### config.mk
export PLATFORM = sky130hd
export DESIGN_NAME = bitmap_first_free_allocator
export DESIGN_NICKNAME = d
export VERILOG_FILES = /design/src/hw/rtl/bmfa_pkg.sv /design/src/hw/rtl/bmfa_ram.sv /design/src/hw/rtl/bmfa_ctrl.sv /design/src/hw/rtl/bitmap_first_free_allocator.sv
export SDC_FILE = /design/constraint.sdc
export NUM_CORES = 1
export LEC_CHECK = 0
export ABC_AREA = 1
export BUFFER_PORTS_ARGS = -buffer_cell sky130_fd_sc_hd__buf_2
export CORE_MARGIN = 2
export CORE_UTILIZATION = 40
export DETAILED_ROUTE_END_ITERATION = 10
export GPL_ROUTABILITY_DRIVEN = 0
export HOLD_SLACK_MARGIN = 0.1
export PLACE_DENSITY_LB_ADDON = 0.05
export SLEW_MARGIN = 20
export SYNTH_ARGS = -nofsm -noshare
export SYNTH_HDL_FRONTEND = slang
export SYNTH_SLANG_ARGS = --single-unit
export TNS_END_PERCENT = 50
### constraint.sdc
create_clock -name clk -period 11.2 [get_ports clk]
set_clock_uncertainty 0.15 [all_clocks]
set_input_delay 2.24 -clock clk [delete_from_list [all_inputs] [get_ports clk]]
set_output_delay 2.24 -clock clk [all_outputs]
set_load 0.1 [all_outputs]
### src/hw/rtl/bmfa_pkg.sv
// Shared constants, types and helpers of the bitmap first-free allocator.
package bmfa_pkg;

    localparam int MAX_ENTRIES = 1024;
    localparam int WORD_W      = 32;
    localparam int WORDS       = MAX_ENTRIES / WORD_W;
    localparam int WADDR_W     = $clog2(WORDS);
    localparam int BIT_W       = $clog2(WORD_W);
    localparam int POS_W       = WADDR_W + BIT_W;

    localparam int ID_W        = 11;
    localparam int COUNT_W     = 11;
    localparam int RESV_W      = 10;
    localparam int STATUS_W    = 2;
    localparam int CFG_IDX_W   = 1;
    localparam int CFG_DATA_W  = 11;

    localparam logic [CFG_IDX_W-1:0] CFG_ENTRY_COUNT = 1'b0;
    localparam logic [CFG_IDX_W-1:0] CFG_RESERVED    = 1'b1;

    localparam logic CMD_ALLOC = 1'b0;
    localparam logic CMD_FREE  = 1'b1;

    localparam logic [STATUS_W-1:0] ST_OK   = 2'd0;
    localparam logic [STATUS_W-1:0] ST_FULL = 2'd1;
    localparam logic [STATUS_W-1:0] ST_BAD  = 2'd2;

    localparam logic [COUNT_W-1:0] ENTRY_COUNT_RST = COUNT_W'(MAX_ENTRIES);
    localparam logic [RESV_W-1:0]  RESERVED_RST    = RESV_W'(8);

    // Limits seen by the sequencer
    typedef struct packed {
        logic [COUNT_W-1:0] entries;
        logic [RESV_W-1:0]  reserved;
    } cfg_t;

    // One finished result word
    typedef struct packed {
        logic [STATUS_W-1:0] status;
        logic [ID_W-1:0]     granted_id;
        logic [COUNT_W-1:0]  free_count;
    } res_t;

    typedef struct packed {
        logic             found;
        logic [BIT_W-1:0] idx;
    } hit_t;

    // Lowest set bit of a bitmap word
    function automatic hit_t find_first(input logic [WORD_W-1:0] avail);
        hit_t h;
        h.found = 1'b0;
        h.idx   = '0;
        for (int i = WORD_W - 1; i >= 0; i--)
        begin
            if (avail[i])
            begin
                h.found = 1'b1;
                h.idx   = BIT_W'(i);
            end
        end
        return h;
    endfunction

endpackage

### src/hw/rtl/bmfa_ram.sv
// Generic single-write, single-read RAM with registered read data.
module bmfa_ram #(
    parameter int WIDTH = 32,
    parameter int DEPTH = 32
) (
    input  logic                     clk,
    input  logic                     we,
    input  logic [$clog2(DEPTH)-1:0] waddr,
    input  logic [WIDTH-1:0]         wdata,
    input  logic [$clog2(DEPTH)-1:0] raddr,
    output logic [WIDTH-1:0]         rdata
);

    logic [WIDTH-1:0] mem [DEPTH];

    always_ff @(posedge clk)
    begin
        if (we)
        begin
            mem[waddr] <= wdata;
        end
        rdata <= mem[raddr];
    end

endmodule

### src/hw/rtl/bmfa_ctrl.sv
// Command sequencer: word scan, read-modify-write of the bitmap and used count.
module bmfa_ctrl (
    input  logic                             clk,
    input  logic                             rst_n,
    input  logic                             in_valid,
    output logic                             in_ready,
    input  logic                             in_cmd,
    input  logic [bmfa_pkg::ID_W-1:0]        in_id,
    input  bmfa_pkg::cfg_t                   cfg,
    output logic                             push_valid,
    input  logic                             push_ready,
    output bmfa_pkg::res_t                   res,
    output logic                             ram_we,
    output logic [bmfa_pkg::WADDR_W-1:0]     ram_waddr,
    output logic [bmfa_pkg::WORD_W-1:0]      ram_wdata,
    output logic [bmfa_pkg::WADDR_W-1:0]     ram_raddr,
    input  logic [bmfa_pkg::WORD_W-1:0]      ram_rdata
);

    typedef enum logic [2:0] {
        S_IDLE = 3'b001,
        S_CHK  = 3'b010,
        S_PUSH = 3'b100
    } state_t;

    state_t                             state_reg, state_next;
    logic                               cmd_reg, cmd_next;
    logic [bmfa_pkg::ID_W-1:0]          id_reg, id_next;
    logic [bmfa_pkg::WADDR_W-1:0]       addr_reg, addr_next;
    logic [bmfa_pkg::COUNT_W-1:0]       used_reg, used_next;
    logic [bmfa_pkg::WORDS-1:0]         rowvalid_reg, rowvalid_next;
    logic [bmfa_pkg::STATUS_W-1:0]      status_reg, status_next;
    logic [bmfa_pkg::ID_W-1:0]          granted_reg, granted_next;

    logic [bmfa_pkg::COUNT_W-1:0]       free_cnt;
    logic [bmfa_pkg::POS_W-1:0]         n_m1;
    logic [bmfa_pkg::POS_W-1:0]         id_m1;
    logic [bmfa_pkg::POS_W-1:0]         hold_m1;
    logic [bmfa_pkg::WORD_W-1:0]        word;
    logic [bmfa_pkg::WORD_W-1:0]        low_ok;
    logic [bmfa_pkg::WORD_W-1:0]        high_ok;
    logic [bmfa_pkg::WORD_W-1:0]        avail;
    logic [bmfa_pkg::WADDR_W-1:0]       first_word;
    logic [bmfa_pkg::WADDR_W-1:0]       last_word;
    logic [bmfa_pkg::BIT_W-1:0]         free_bit;
    bmfa_pkg::hit_t                     hit;

    assign free_cnt = (cfg.entries > used_reg) ? (cfg.entries - used_reg) : '0;
    assign n_m1     = bmfa_pkg::POS_W'(cfg.entries - 11'd1);
    assign id_m1    = bmfa_pkg::POS_W'(in_id - 11'd1);
    assign hold_m1  = bmfa_pkg::POS_W'(id_reg - 11'd1);
    assign free_bit = hold_m1[bmfa_pkg::BIT_W-1:0];

    assign first_word = cfg.reserved[bmfa_pkg::POS_W-1:bmfa_pkg::BIT_W];
    assign last_word  = n_m1[bmfa_pkg::POS_W-1:bmfa_pkg::BIT_W];

    // Rows never written read as all free
    assign word = rowvalid_reg[addr_reg] ? ram_rdata : '0;

    assign low_ok  = (addr_reg == first_word)
                   ? ({bmfa_pkg::WORD_W{1'b1}} << cfg.reserved[bmfa_pkg::BIT_W-1:0])
                   : {bmfa_pkg::WORD_W{1'b1}};
    assign high_ok = (addr_reg == last_word)
                   ? ({bmfa_pkg::WORD_W{1'b1}} >>
                      (bmfa_pkg::BIT_W'(bmfa_pkg::WORD_W - 1) - n_m1[bmfa_pkg::BIT_W-1:0]))
                   : {bmfa_pkg::WORD_W{1'b1}};
    assign avail   = ~word & low_ok & high_ok;
    assign hit     = bmfa_pkg::find_first(avail);

    assign in_ready   = (state_reg == S_IDLE);
    assign push_valid = (state_reg == S_PUSH);
    assign ram_waddr  = addr_reg;

    assign res.status     = status_reg;
    assign res.granted_id = granted_reg;
    assign res.free_count = free_cnt;

    always_comb
    begin
        state_next    = state_reg;
        cmd_next      = cmd_reg;
        id_next       = id_reg;
        addr_next     = addr_reg;
        used_next     = used_reg;
        rowvalid_next = rowvalid_reg;
        status_next   = status_reg;
        granted_next  = granted_reg;
        ram_raddr     = addr_reg;
        ram_we        = 1'b0;
        ram_wdata     = word;

        case (state_reg)
            S_IDLE:
            begin
                if (in_valid)
                begin
                    cmd_next = in_cmd;
                    id_next  = in_id;
                    if (in_cmd == bmfa_pkg::CMD_ALLOC)
                    begin
                        if (free_cnt == '0 ||
                            {1'b0, cfg.reserved} >= cfg.entries)
                        begin
                            status_next  = bmfa_pkg::ST_FULL;
                            granted_next = '0;
                            state_next   = S_PUSH;
                        end
                        else
                        begin
                            ram_raddr  = first_word;
                            addr_next  = first_word;
                            state_next = S_CHK;
                        end
                    end
                    else
                    begin
                        if (in_id == '0 || in_id > cfg.entries)
                        begin
                            status_next  = bmfa_pkg::ST_BAD;
                            granted_next = '0;
                            state_next   = S_PUSH;
                        end
                        else
                        begin
                            ram_raddr  = id_m1[bmfa_pkg::POS_W-1:bmfa_pkg::BIT_W];
                            addr_next  = id_m1[bmfa_pkg::POS_W-1:bmfa_pkg::BIT_W];
                            state_next = S_CHK;
                        end
                    end
                end
            end

            S_CHK:
            begin
                if (cmd_reg == bmfa_pkg::CMD_FREE)
                begin
                    if (word[free_bit])
                    begin
                        ram_we       = 1'b1;
                        ram_wdata    = word & ~(bmfa_pkg::WORD_W'(1) << free_bit);
                        used_next    = (used_reg != '0) ? used_reg - 11'd1 : used_reg;
                        status_next  = bmfa_pkg::ST_OK;
                        granted_next = id_reg;
                    end
                    else
                    begin
                        status_next  = bmfa_pkg::ST_BAD;
                        granted_next = '0;
                    end
                    state_next = S_PUSH;
                end
                else if (hit.found)
                begin
                    ram_we       = 1'b1;
                    ram_wdata    = word | (bmfa_pkg::WORD_W'(1) << hit.idx);
                    used_next    = used_reg + 11'd1;
                    status_next  = bmfa_pkg::ST_OK;
                    granted_next = bmfa_pkg::ID_W'({addr_reg, hit.idx}) + 11'd1;
                    state_next   = S_PUSH;
                end
                else if (addr_reg == last_word)
                begin
                    status_next  = bmfa_pkg::ST_FULL;
                    granted_next = '0;
                    state_next   = S_PUSH;
                end
                else
                begin
                    // advance to the next word; its data lands next cycle
                    addr_next = addr_reg + 1'b1;
                    ram_raddr = addr_reg + 1'b1;
                end
                if (ram_we)
                begin
                    rowvalid_next[addr_reg] = 1'b1;
                end
            end

            S_PUSH:
            begin
                if (push_ready)
                begin
                    state_next = S_IDLE;
                end
            end

            default:
            begin
                state_next = S_IDLE;
            end
        endcase
    end

    always_ff @(posedge clk or negedge rst_n)
    begin
        if (!rst_n)
        begin
            state_reg    <= S_IDLE;
            used_reg     <= '0;
            rowvalid_reg <= '0;
        end
        else
        begin
            state_reg    <= state_next;
            used_reg     <= used_next;
            rowvalid_reg <= rowvalid_next;
        end
    end

    always_ff @(posedge clk)
    begin
        cmd_reg     <= cmd_next;
        id_reg      <= id_next;
        addr_reg    <= addr_next;
        status_reg  <= status_next;
        granted_reg <= granted_next;
    end

`ifndef ASSERT_OFF
    a_we_in_chk: assert property (@(posedge clk) disable iff (!rst_n)
        ram_we |-> (state_reg == S_CHK))
        else $error("bitmap write outside the check state");

    a_we_then_push: assert property (@(posedge clk) disable iff (!rst_n)
        ram_we |=> (state_reg == S_PUSH && status_reg == bmfa_pkg::ST_OK))
        else $error("bitmap write not followed by a good result");

    a_used_bound: assert property (@(posedge clk) disable iff (!rst_n)
        used_reg <= bmfa_pkg::COUNT_W'(bmfa_pkg::MAX_ENTRIES))
        else $error("used count beyond capacity");

    a_grant_range: assert property (@(posedge clk) disable iff (!rst_n)
        (push_valid && cmd_reg == bmfa_pkg::CMD_ALLOC && status_reg == bmfa_pkg::ST_OK)
        |-> (granted_reg > {1'b0, cfg.reserved} && granted_reg <= cfg.entries))
        else $error("allocated id outside the search range");
`endif

endmodule

### src/hw/rtl/bitmap_first_free_allocator.sv
// Top level of the bitmap first-free allocator: config registers, bitmap RAM, output register.
//
//  channel  | dir | handshake          | payload
//  s_*      | in  | s_tvalid/s_tready  | tuser: command; tdata: entry_id
//  m_*      | out | m_tvalid/m_tready  | tuser: status; tdata: granted_id, free_count
//  cfg_*    | in  | cfg_we             | cfg_index, cfg_data
//
// A free reads its bitmap word and clears the bit in the check state, then passes the
// result to the output register; an allocate scans the 32-bit bitmap words in order until one has a free bit.
// A command refused without a RAM access (bad id, nothing free) goes straight to the result.
// The scan rate is set by the single read port of the bitmap RAM.
// Commands are handled one at a time; the next is taken once the result sits in
// the output register, while that word still waits for m_tready.
// Reset needs no clearing pass: a valid bit per RAM row makes unwritten rows read free.
module bitmap_first_free_allocator (
    input  logic                                clk,
    input  logic                                rst_n,
    input  logic                                s_tvalid,
    output logic                                s_tready,
    input  logic [15:0]                         s_tdata,   // [10:0] entry_id
    input  logic                                s_tuser,   // [0] command
    output logic                                m_tvalid,
    input  logic                                m_tready,
    output logic [23:0]                         m_tdata,   // [10:0] granted_id, [21:11] free_count
    output logic [bmfa_pkg::STATUS_W-1:0]       m_tuser,   // [1:0] status
    input  logic                                cfg_we,
    input  logic [bmfa_pkg::CFG_IDX_W-1:0]      cfg_index,
    input  logic [bmfa_pkg::CFG_DATA_W-1:0]     cfg_data
);

    logic [bmfa_pkg::COUNT_W-1:0]   entry_count_reg;
    logic [bmfa_pkg::RESV_W-1:0]    reserved_reg;
    logic                           m_tvalid_reg, m_tvalid_next;
    bmfa_pkg::res_t                 out_reg;

    bmfa_pkg::cfg_t                 cfg;
    bmfa_pkg::res_t                 res;
    logic                           push_valid;
    logic                           push_ready;
    logic                           ram_we;
    logic [bmfa_pkg::WADDR_W-1:0]   ram_waddr;
    logic [bmfa_pkg::WORD_W-1:0]    ram_wdata;
    logic [bmfa_pkg::WADDR_W-1:0]   ram_raddr;
    logic [bmfa_pkg::WORD_W-1:0]    ram_rdata;

    // Saturate the entry count at the bitmap size
    assign cfg.entries  = (entry_count_reg > bmfa_pkg::COUNT_W'(bmfa_pkg::MAX_ENTRIES))
                        ? bmfa_pkg::COUNT_W'(bmfa_pkg::MAX_ENTRIES) : entry_count_reg;
    assign cfg.reserved = reserved_reg;

    always_ff @(posedge clk or negedge rst_n)
    begin
        if (!rst_n)
        begin
            entry_count_reg <= bmfa_pkg::ENTRY_COUNT_RST;
            reserved_reg    <= bmfa_pkg::RESERVED_RST;
        end
        else if (cfg_we)
        begin
            case (cfg_index)
                bmfa_pkg::CFG_ENTRY_COUNT: entry_count_reg <= cfg_data;
                bmfa_pkg::CFG_RESERVED:    reserved_reg    <= cfg_data[bmfa_pkg::RESV_W-1:0];
                default:                   reserved_reg    <= reserved_reg;
            endcase
        end
    end

    bmfa_ram #(
        .WIDTH (bmfa_pkg::WORD_W),
        .DEPTH (bmfa_pkg::WORDS)
    ) u_ram (
        .clk   (clk),
        .we    (ram_we),
        .waddr (ram_waddr),
        .wdata (ram_wdata),
        .raddr (ram_raddr),
        .rdata (ram_rdata)
    );

    bmfa_ctrl u_ctrl (
        .clk        (clk),
        .rst_n      (rst_n),
        .in_valid   (s_tvalid),
        .in_ready   (s_tready),
        .in_cmd     (s_tuser),
        .in_id      (s_tdata[bmfa_pkg::ID_W-1:0]),
        .cfg        (cfg),
        .push_valid (push_valid),
        .push_ready (push_ready),
        .res        (res),
        .ram_we     (ram_we),
        .ram_waddr  (ram_waddr),
        .ram_wdata  (ram_wdata),
        .ram_raddr  (ram_raddr),
        .ram_rdata  (ram_rdata)
    );

    // Output register: load when empty or being drained
    assign push_ready = !m_tvalid_reg || m_tready;

    always_comb
    begin
        m_tvalid_next = m_tvalid_reg;
        if (push_ready)
        begin
            m_tvalid_next = push_valid;
        end
    end

    always_ff @(posedge clk or negedge rst_n)
    begin
        if (!rst_n)
        begin
            m_tvalid_reg <= 1'b0;
        end
        else
        begin
            m_tvalid_reg <= m_tvalid_next;
        end
    end

    always_ff @(posedge clk)
    begin
        if (push_valid && push_ready)
        begin
            out_reg <= res;
        end
    end

    assign m_tvalid = m_tvalid_reg;
    assign m_tuser  = out_reg.status;
    assign m_tdata  = {2'b00, out_reg.free_count, out_reg.granted_id};

endmodule
# After elaboration in Yosys (flattened, before gate mapping)
# Memory sizes are Yosys's and may differ from the RTL's. A register that Yosys moved wholly into a read port is not among the register bits.
# Index checks and enable logic that the tools add are counted.
[classes]
add_sub_neg = 9
magnitude_cmp = 7
n_eq_ne = 12
n_shift = 4
n_mux = 93
n_bitwise = 8
reduce_logical = 18
[op_table]
columns = ["cell", "n"]
rows = [
  ["$mux W32", 7],
  ["$mux W6", 32],
  ["$mux W11", 14],
  ["$and A32 B32 Y32", 3],
  ["$not A32 Y32", 2],
  ["$or A32 B32 Y32", 2],
  ["$shl A1 B5 Y32 const A", 2],
  ["$mux W5", 7],
  ["$shl A32 B5 Y32 const A", 1],
  ["$shr A32 B5 Y32 const A", 1],
  ["$mux W3", 8],
  ["$gt A11 B11 Y1", 2],
  ["$logic_not A11 Y1", 2],
  ["$pmux W11 S2", 1],
  ["$sub A10 B1 Y10 const B", 2],
  ["$mux W2", 8],
  ["$lt A5 B6 Y1 const B", 2],
  ["$add A10 B1 Y11 const B", 1],
  ["$add A11 B1 Y11 const B", 1],
  ["$ge A10 B11 Y1", 1],
  ["$gt A11 B11 Y1 const B", 1],
  ["$reduce_bool A11 Y1", 1],
  ["$sub A11 B1 Y11 const B", 1],
  ["$sub A11 B11 Y11", 1],
  ["28 further kinds", 48],
]
[word_totals]
ff_bits = 122
ram_bits = 1024
input_bits = 34
n_memories = 1
[mem_list]
columns = ["name", "depth", "word_bits", "rd", "rd_clocked_by_memory_dff", "wr", "line_no", "rtl"]
rows = [
  ["u_ram.mem", 32, 32, 1, 1, 1, "bmfa_ram.sv:14", "logic [WIDTH-1:0] mem [DEPTH];"],
]

# Logic depth before layout (Yosys ltp)
# Gate-level depths: netlist of run 1.
[depth]
word_depth = 45
mapped_depth = 52
mapped_depth_nobuf = 51

# Hierarchy
# A second synthesis of run 1 with hierarchy kept.
[unflattened]
hier_cells = 4913
hier_area_um2 = 52077.4
[by_module_without_submodules]
columns = ["mod", "instances", "cells_per_inst", "area_each_um2", "seq_area_each_um2"]
rows = [
  ["bmfa_ram", 1, 3536, 42405.7, 31390.1],
  ["bmfa_ctrl", 1, 1234, 7982.7, 2003.2],
  ["bitmap_first_free_allocator", 1, 143, 1689.1, 1273.7],
]

# Worst setup path before layout of run 1
# OpenSTA, ideal clock, no wires.
[synth_path]
path_kind = "flip-flop to flip-flop"
startpoint = "reg entry_count_reg[10] (netlist bit)"
endpoint = "mem u_ram.mem[0][31], data pin"
arrival_time_ps = 6263
setup_slack_ps = 4314
path_stages_with_launch = 49
n_path_buf = 2
period_less_slack_ps = 6886
cell_sequence = "dfstp_2 > inv_2 > o21bai_2 > buf_6 > nand2_1 > ha_1 > inv_1 > nor3_1 > nand2_1 > nand3_1 > nand2_1 > nor2_1 > nand3_2 > clkbuf_1 > inv_1 > o21ai_0 > nand3_1 > nand2_1 > (+13 left out) > nand2_1 > nand2_1 > nand2_1 > nand2_1 > nand2_1 > nand2_1 > nand2_1 > nand2_1 > nand2_1 > nand2_1 > nand2_1 > a21oi_1 > ha_1 > ha_1 > inv_1 > nor2_1 > nand2_1 > o32ai_1"
[synth_between]
elab_chain_len = 44
elab_cells_between_ends = 45
cone_classes = "2 x add/sub; 1 x order compare; 1 x eq/ne; 2 x shift; 37 x mux; 2 x bitwise"
[synth_rtl]
columns = ["item", "line_no", "rtl"]
rows = [
  ["from (decl)", "bitmap_first_free_allocator.sv:31", "logic [bmfa_pkg::COUNT_W-1:0] entry_count_reg;"],
  ["from (signal assigned)", "bitmap_first_free_allocator.sv:55", "entry_count_reg <= bmfa_pkg::ENTRY_COUNT_RST;"],
  ["from (signal assigned)", "bitmap_first_free_allocator.sv:61", "bmfa_pkg::CFG_ENTRY_COUNT: entry_count_reg <= cfg_data;"],
  ["$gt A11 B11 Y1 *", "bitmap_first_free_allocator.sv:47", "assign cfg.entries = (entry_count_reg > bmfa_pkg::COUNT_W'(bmfa_pkg::MAX_ENTRIES))"],
  ["$mux W11 *", "bitmap_first_free_allocator.sv:48", "? bmfa_pkg::COUNT_W'(bmfa_pkg::MAX_ENTRIES) : entry_count_reg;"],
  ["$sub A10 B1 Y10 *", "bmfa_ctrl.sv:49", "assign n_m1 = bmfa_pkg::POS_W'(cfg.entries - 11'd1);"],
  ["$sub A5 B5 Y5", "bmfa_ctrl.sv:65", "(bmfa_pkg::BIT_W'(bmfa_pkg::WORD_W - 1) - n_m1[bmfa_pkg::BIT_W-1:0]))"],
  ["$shr A32 B5 Y32", "bmfa_ctrl.sv:64", "? ({bmfa_pkg::WORD_W{1'b1}} >>"],
  ["$mux W32 *", "bmfa_ctrl.sv:64", ""],
  ["$and A32 B32 Y32 *", "bmfa_ctrl.sv:67", "assign avail = ~word & low_ok & high_ok;"],
  ["$mux W6 (31 in a row)", "bmfa_pkg.sv:56", "if (avail[i])"],
  ["$mux W6 *", "bmfa_pkg.sv:56", ""],
  ["$shl A1 B5 Y32", "bmfa_ctrl.sv:155", "ram_wdata = word | (bmfa_pkg::WORD_W'(1) << hit.idx);"],
  ["$or A32 B32 Y32", "bmfa_ctrl.sv:155", ""],
  ["$mux W32 *", "bmfa_ctrl.sv:152", "else if (hit.found)"],
  ["$mux W32 *", "bmfa_ctrl.sv:135", "if (cmd_reg == bmfa_pkg::CMD_FREE)"],
  ["$mux W32 *", "bmfa_ctrl.sv:92", "case (state_reg)"],
  ["named net ram_wdata (one bit)", "bitmap_first_free_allocator.sv:42", "logic [bmfa_pkg::WORD_W-1:0] ram_wdata;"],
  ["to (decl)", "bmfa_ram.sv:14", ""],
]
# The timed path passes the listed nets; every way through them passes the cells marked *.

# Final worst setup path of run 1
[layout_path]
startpoint = "reg entry_count_reg[10] (netlist bit)"
endpoint = "reg u_ram.rdata[1] (read register of u_ram.mem)"
[layout_between]
elab_chain_len = 42
elab_cells_between_ends = 56
cone_classes = "3 x add/sub; 4 x order compare; 1 x eq/ne; 1 x shift; 43 x mux; 1 x bitwise; 3 x reduce/logical"
[layout_rtl]
columns = ["item", "line_no", "rtl"]
rows = [
  ["$gt A11 B11 Y1", "bitmap_first_free_allocator.sv:47", ""],
  ["$mux W11 *", "bitmap_first_free_allocator.sv:48", ""],
  ["$sub A10 B1 Y10", "bmfa_ctrl.sv:49", ""],
  ["$sub A5 B5 Y5", "bmfa_ctrl.sv:65", ""],
  ["$shr A32 B5 Y32", "bmfa_ctrl.sv:64", ""],
  ["$mux W32", "bmfa_ctrl.sv:64", ""],
  ["$and A32 B32 Y32", "bmfa_ctrl.sv:67", ""],
  ["$mux W6 (32 in a row)", "bmfa_pkg.sv:56", ""],
  ["$mux W5 (2 in a row)", "--", ""],
  ["$pmux W5 S2 *", "--", ""],
  ["to (decl)", "bmfa_ram.sv:11", "output logic [WIDTH-1:0] rdata"],
]
# Mark *: on every way between the ends. The rest lies on a longest branch, timed or not.
# A chain may end at the register's enable or synchronous reset.

==> reports/results.ini, run 1 <==
[worst_setup_path]
rr_startpoint=entry_count_reg[10]$_DFFE_PN1P_
critPathRequiredTime_ps=11730
timing.critical_path.fanout_max=85
worst-endpoint-arrival_ps=8610
timing.critical_path.to_type=register
cp-startpoint=entry_count_reg[10]$_DFFE_PN1P_
cpPeakStageDelay_ps=830
timing.critical_path.mode_cell=sky130_fd_sc_hd__nand2_1
setup.worst_path.class=register to register
critical_path.startpoint_type=register
cell_type_of_the_slowest_stage_on_the_worst_timing_path=sky130_fd_sc_hd__buf_4

[layout]
commonest_non_fill_non_tap_cells_in_the_layout=sky130_fd_sc_hd__edfxtp_1 (1073), sky130_fd_sc_hd__nand2_1 (1004), sky130_fd_sc_hd__nor2_1 (616)
num_antenna_cells=0
largest_register_ffs=1024
syn_to_final_growth_pct=12.7
finish.net_count=4943
final_cells=6621
final_cell_area_mm2=0.0582
most_common_library_cell_in_the_layout_ignoring_fill_and_taps=sky130_fd_sc_hd__edfxtp_1
drive_gt1_share_pct=9.13

[floorplanning]
core_area_mm2=0.128
die_w_um=364
std_cell_rows=131
initial_core_util_pct=40.4
die_area_mm2=0.132
die_y_um=364
io-pin-count=62

[sta]
finalSetupViolations=0
rsz0062_at_grt=no
timing_worst_slew_pin_value_ps=1180
timing.final.crit_share_pct=72.1
fin_tns_setup_ps=0
finalCriticalPeriod_ps=8080
slew_violations=0
hold_slack_ps=266
maximum_achievable_frequency_ghz=0.124
final-hold-violation-count=0
maxSlewHeadroom_pct=21.5

[run]
max_capacitance_violation_count=0

[drt]
detail-route-antenna-nets=0
dr_wl_met3_mm=8.33
met2_wirelength_mm=72.6
routed.top_layer=met5
met1_length_mm=71.6
drt_first_pass_iters=6
drt_iter0_drc=3284
finalWirelength_mm=156
post_drt_via_cell_ratio=5.33
post-route-drc-count=0
total_via_count_after_detailed_routing=35283
detail_route.wl_per_cell_um=23.5

[min_path]
min-delay-start=u_ctrl.granted_reg[6]$_SDFFCE_PP0P_
worst_hold_path_type=register to register

[clocking]
clk_path_buf_depth=3
ctsResizeCount=0
clock_tree_from_tritoncts=yes
htreeDepth=4
ctsRootBufferMaster=sky130_fd_sc_hd__clkbuf_16
cts_sinks=1178
cts.reportedPaths.clkPinSlew_ps=60
postCtsSetupRepairBufs=0
cts_made_buffers=132
clkLatencyLatePin_ps=760
cts.hold.buffers_added=0

[synth]
average_instance_area_after_synthesis_um2=10.7
ys.flop_type=sky130_fd_sc_hd__edfxtp_1
syn_inst=4817
ys_types=57
postSynth.asyncResetShare_pct=5.77
yosys_warnings=0
synth-seq-area-share_pct=67.1
post_synth_instance_area_mm2=0.0517
synth-edff-count=1073
ys_seq_elements=1178

[placement]
placed_cells=6375
count_of_buffers_from_port_buffering=54
place.detailed.hpwl_mm=87.3
placed_cell_area_mm2=0.0541

[pwr]
pwr_density_cell_mw_per_mm2=340
p_leak_nw=21.8
peakVddDrop_uv=517

[grt]
grt_util_all_layers_pct=23.6
globalRouteOverflowTotal=0
grt_start_max_net_pins=154
wire_length_of_the_first_global_routing_pass_mm=228
vias_in_the_first_global_route=32846
antenna_found_initial=4

[status]
outcome=finished clean

-- area by class of cell --
type | count | area [um2]
timing repair buffer | 159 | 1170
fill | 11914 | 69600
inverter | 342 | 1300
clock inverter | 53 | 399
multi-input combinational | 3034 | 14900
sequential | 1178 | 34700
tap | 1662 | 2080
clock buffer | 193 | 3700
-- kinds of logic (layout without fill, tap and decap cells) --
group / count (synthesis) / count (layout) / synth area share (%)
flip-flops: 1178 / 1178 / 67.1
other: 1 / 2 / 0.00725
AND/OR/NAND/NOR: 2239 / 2239 / 17.9
buffers and inverters: 606 / 747 / 5.05
multiplexers: 1 / 1 / 0.0194
AO/OA/AOI/OAI: 703 / 703 / 7.98
XOR/XNOR: 27 / 27 / 0.472
adder cells (fa/ha/maj): 62 / 62 / 1.53
-- synthesized netlist by cell type (all sizes together), types with 3 or more instances --
cell | instances | area share [%]
o31ai | 7 | 0.10
dfstp | 3 | 0.15
xor2 | 19 | 0.34
o21ai | 386 | 3.8
nor3 | 50 | 0.49
nor4 | 4 | 0.048
a21oi | 80 | 0.77
o22ai | 19 | 0.23
dfxtp | 37 | 1.4
clkinv | 4 | 0.029
a41oi | 3 | 0.051
nand4 | 13 | 0.16
a21boi | 3 | 0.044
a31oi | 5 | 0.061
xnor2 | 8 | 0.14
nor2 | 655 | 4.8
clkbuf | 74 | 0.54
inv | 338 | 2.5
buf | 190 | 2.0
or2 | 17 | 0.21
o2111ai | 7 | 0.13
nand3 | 484 | 4.7
dfrtp | 65 | 3.1
nand3b | 4 | 0.058
ha | 60 | 1.5
o211ai | 176 | 2.6
o21bai | 8 | 0.12
edfxtp | 1073 | 62
nand2 | 1010 | 7.4
-- per-stage QoR --
stage / setup WS, ps / total power, mW / utilization, %
5_1_grt: 2380 / 21.2 / 45.6
3_3_place_gp: 3110 / 15.8 / 42.3
6_report: 3120 / 19.8 / 45.6
3_5_place_dp: 3170 / 15.8 / 42.3
4_1_cts: 3150 / 20.0 / 45.6
2_1_floorplan: 4310 / 12.8 / -
-- power breakdown --
part	internal, mW	total, mW	switching, mW
clock	2.37	4.15	1.78
sequential	5.77	5.91	0.142
combinational	2.65	9.75	7.10
total	10.8	19.8	9.02
-- metal layers --
layer	up-vias	global-route usage [%]
met4	2	5.76
met3	209	3.42
met1	17310	33.8
met5	-	0
met2	961	37.7
li1	16801	-
-- worst max-delay path: cells and delay by family, from the launching register on --
family,cells,cell delay [ps]
DFF,1,610
adders and majority gates,1,300
AOI/OAI and AO/OA,5,850
buffers and inverters,6,1830
and+or+nand+nor,24,4140
-- path summary, 6_finish.rpt --
kind / end / slack (ps) / cells after the start
worst max-delay path: u_ram.rdata[1]$_DFF_P_ / 3120 / 36
worst min-delay path: m_tdata[6]$_DFFE_PP_ / 270 / 0
worst max register to register: u_ram.rdata[1]$_DFF_P_ / 3120 / 36
worst min register to register: m_tdata[6]$_DFFE_PP_ / 270 / 0
max in group asynchronous: u_ctrl.state_reg[1]$_DFFE_PN0P_ / 8680 / 2
min in group asynchronous: u_ctrl.used_reg[9]$_DFFE_PN0P_ / 1540 / 2
Power figures use the tool's default switching activity.
==> run 2: changes to the inputs <==
--- a/config.mk
+++ b/config.mk
@@ -5,7 +5,7 @@
 export SDC_FILE = /design/constraint.sdc
 export NUM_CORES = 1
 export LEC_CHECK = 0
-export ABC_AREA = 1
+export ABC_AREA = 0
 export BUFFER_PORTS_ARGS = -buffer_cell sky130_fd_sc_hd__buf_2
 export CORE_MARGIN = 2
 export CORE_UTILIZATION = 40
==> constraint.sdc (replaced) <==
create_clock -name clk -period 8.4 [get_ports clk]
set_clock_uncertainty 0.15 [all_clocks]
set_input_delay 1.68 -clock clk [delete_from_list [all_inputs] [get_ports clk]]
set_output_delay 1.68 -clock clk [all_outputs]
set_load 0.1 [all_outputs]
==> reports/results.ini, run 2 <==
[grt]
antenna_found_initial=3
grt_util_all_layers_pct=25.9
vias_in_the_first_global_route=36219
globalRouteOverflowTotal=0
wire_length_of_the_first_global_routing_pass_mm=255
grt_start_max_net_pins=110

[drt]
drt_iter0_drc=3667
detail-route-antenna-nets=0
total_via_count_after_detailed_routing=37767
finalWirelength_mm=177
post_drt_via_cell_ratio=5.94
drt_first_pass_iters=5
detail_route.wl_per_cell_um=27.8
post-route-drc-count=0

[clocking]
htreeDepth=4
postCtsSetupRepairBufs=0
clkLatencyLatePin_ps=760
clock_tree_from_tritoncts=yes
clk_path_buf_depth=3
cts_sinks=1178
cts.reportedPaths.clkPinSlew_ps=60
cts.hold.buffers_added=0
cts_made_buffers=135
ctsResizeCount=0
ctsRootBufferMaster=sky130_fd_sc_hd__clkbuf_16

[pwr]
peakVddDrop_uv=243
p_leak_nw=21.7
pwr_density_cell_mw_per_mm2=408
total_power_mw=24.9

[worst_setup_path]
timing.critical_path.fanout_max=24
critical_path.startpoint_type=register
cp-startpoint=entry_count_reg[10]$_DFFE_PN1P_
worstSetupEndpoint=u_ram.rdata[19]$_DFF_P_
timing.critical_path.to_type=register
worstSetupPathDepth=21
rrSetupSlack_ps=540
critPathRequiredTime_ps=8850
cpPeakStageDelay_ps=810
timing.critical_path.mode_cell=sky130_fd_sc_hd__buf_4
reg2reg_to=u_ram.rdata[19]$_DFF_P_
timing.critical_path.buf_inv=5
cell_type_of_the_slowest_stage_on_the_worst_timing_path=sky130_fd_sc_hd__dfstp_2
worst-endpoint-arrival_ps=8310
critical-path-top-delay-family=simple AND/OR/NAND/NOR gates
rr_worst_depth=21
setup.worst_path.class=register to register
crit_path_cell_trace=inv_2, nand2_1, ha_1, or4bb_1, a21oi_2, buf_4, nor2_1, a2111oi_1, nand3_1, a22oi_1, nand2_1, nor4_4, buf_4, nand3_1, a221o_1, a211oi_4, buf_4, a2111oi_0, or4_1, buf_4, nor4_1
rr_startpoint=entry_count_reg[10]$_DFFE_PN1P_

[status]
outcome=finished clean

[synth]
syn_inst=4386
synth-edff-count=1073
synth_area_leader_cell=sky130_fd_sc_hd__edfxtp_1
post_synth_instance_area_mm2=0.0526
synth_area_leaders=sky130_fd_sc_hd__edfxtp_1 (61%), sky130_fd_sc_hd__nand2_1 (6.0%), sky130_fd_sc_hd__nand3_1 (3.6%), sky130_fd_sc_hd__dfrtp_1 (3.1%), sky130_fd_sc_hd__a21oi_1 (2.5%)
postSynth.asyncResetShare_pct=5.77
synth-seq-area-share_pct=65.9
synth_most_common_cell=sky130_fd_sc_hd__edfxtp_1
ys_types=92
top_cells_by_instance_count_after_synthesis=sky130_fd_sc_hd__edfxtp_1 (1073), sky130_fd_sc_hd__nand2_1 (846), sky130_fd_sc_hd__nand3_1 (377)
average_instance_area_after_synthesis_um2=12.0
ys.flop_type=sky130_fd_sc_hd__edfxtp_1
area_share_of_the_largest_cell_type_after_synthesis_pct=61.3
yosys_warnings=0
ys_seq_elements=1178

[sta]
final-hold-violation-count=0
rsz0062_at_grt=no
finalSetupViolations=0
fin_tns_setup_ps=0
finalCriticalPeriod_ps=7860
maximum_achievable_frequency_ghz=0.127
timing.final.crit_share_pct=93.6
maxSlewHeadroom_pct=28.9
slew_violations=0
timing_worst_slew_pin_value_ps=1060

[floorplanning]
initial_core_util_pct=40.2
io-pin-count=62
core_area_mm2=0.131
die_area_mm2=0.134
die_y_um=367
std_cell_rows=133
die_w_um=367

[placement]
count_of_buffers_from_port_buffering=54
placed_cells=6112
place.detailed.hpwl_mm=107

[layout]
commonest_non_fill_non_tap_cells_in_the_layout=sky130_fd_sc_hd__edfxtp_1 (1073), sky130_fd_sc_hd__nand2_1 (845), sky130_fd_sc_hd__nand3_1 (372)
fillers=11877
syn_to_final_growth_pct=16.0
most_common_library_cell_in_the_layout_ignoring_fill_and_taps=sky130_fd_sc_hd__edfxtp_1
drive_gt1_share_pct=14.1
largest_register_ffs=1024
finish.net_count=4590
sequential_cell_area_mm2=0.0347
final_cells=6358
multi_input_comb_area_mm2=0.0170

[run]
max_capacitance_violation_count=0

[min_path]
worst_hold_path_type=register to register

[run 2: worst reg2reg max path, cell delays in order (launching register included)]
cell	delay, ps
sky130_fd_sc_hd__dfstp_2	810
sky130_fd_sc_hd__inv_2	190
sky130_fd_sc_hd__nand2_1	280
sky130_fd_sc_hd__ha_1	500
sky130_fd_sc_hd__or4bb_1	470
sky130_fd_sc_hd__a21oi_2	140
sky130_fd_sc_hd__buf_4	180
sky130_fd_sc_hd__nor2_1	140
sky130_fd_sc_hd__a2111oi_1	760
sky130_fd_sc_hd__nand3_1	200
sky130_fd_sc_hd__a22oi_1	270
sky130_fd_sc_hd__nand2_1	210
sky130_fd_sc_hd__nor4_4	360
sky130_fd_sc_hd__buf_4	210
sky130_fd_sc_hd__nand3_1	90
sky130_fd_sc_hd__a221o_1	370
sky130_fd_sc_hd__a211oi_4	480
sky130_fd_sc_hd__buf_4	530
sky130_fd_sc_hd__a2111oi_0	160
sky130_fd_sc_hd__or4_1	550
sky130_fd_sc_hd__buf_4	190
sky130_fd_sc_hd__nor4_1	460
[run 2: metal layers]
metal / vias to the layer above / GRT usage (%) / wire (um)
met3: 305 / 3.85 / 11400
li1: 16911 / - / -
met5: - / 0 / 0
met4: 0 / 10.2 / 7000
met1: 19103 / 36.2 / 77000
met2: 1448 / 40.8 / 81500
[run 2: logic make-up after synthesis]
logic type / Yosys count / synth area share [%]
AOI/OAI and AO/OA: 917 / 12.0
xor gates and xnor gates: 36 / 0.599
adders and majority gates: 62 / 1.50
buffers and inverters: 361 / 2.79
DFF: 1178 / 65.9
muxes: 77 / 1.75
other: 1 / 0.00713
and+or+nand+nor: 1754 / 15.5
[run 2: worst min path at each step]
stage	startpoint	end	slack [ps]	cells after the start
global placement	u_ctrl.granted_reg[6]$_SDFFCE_PP0P_	m_tdata[6]$_DFFE_PP_	250	0
floorplan	u_ctrl.granted_reg[0]$_SDFFCE_PP0P_	m_tdata[0]$_DFFE_PP_	250	0
detailed placement	u_ctrl.granted_reg[1]$_SDFFCE_PP0P_	m_tdata[1]$_DFFE_PP_	250	0
global route	u_ctrl.granted_reg[10]$_SDFFCE_PP0P_	m_tdata[10]$_DFFE_PP_	270	0
finish	u_ctrl.granted_reg[1]$_SDFFCE_PP0P_	m_tdata[1]$_DFFE_PP_	270	0
CTS	u_ctrl.granted_reg[9]$_SDFFCE_PP0P_	m_tdata[9]$_DFFE_PP_	270	0
[run 2: through the flow]
stage	util [%]	hold slack, ps	area (um2)	worst slack (ps)
2_1_floorplan	-	250	52600	1770
3_3_place_gp	43.3	250	56600	600
3_5_place_dp	43.3	255	56600	600
4_1_cts	46.6	267	61000	571
5_1_grt	46.6	272	61000	145
6_report	46.6	266	61000	541
[run 2: cell type report]
type,count,area share [%]
diodes,1,0.00410
clock buffers,173,6.02
clock inverters,72,1.12
inverters,64,0.418
multi-input cells,2848,27.8
flip-flops and latches,1178,56.8
well taps,1755,3.60
repair buffers,267,4.17
[run 2: power breakdown]
| group | switching, mW | internal (mW) |
|---|---|---|
| combinational | 7.56 | 3.36 |
| clock | 2.38 | 3.44 |
| sequential | 0.428 | 7.73 |
| total | 10.4 | 14.5 |
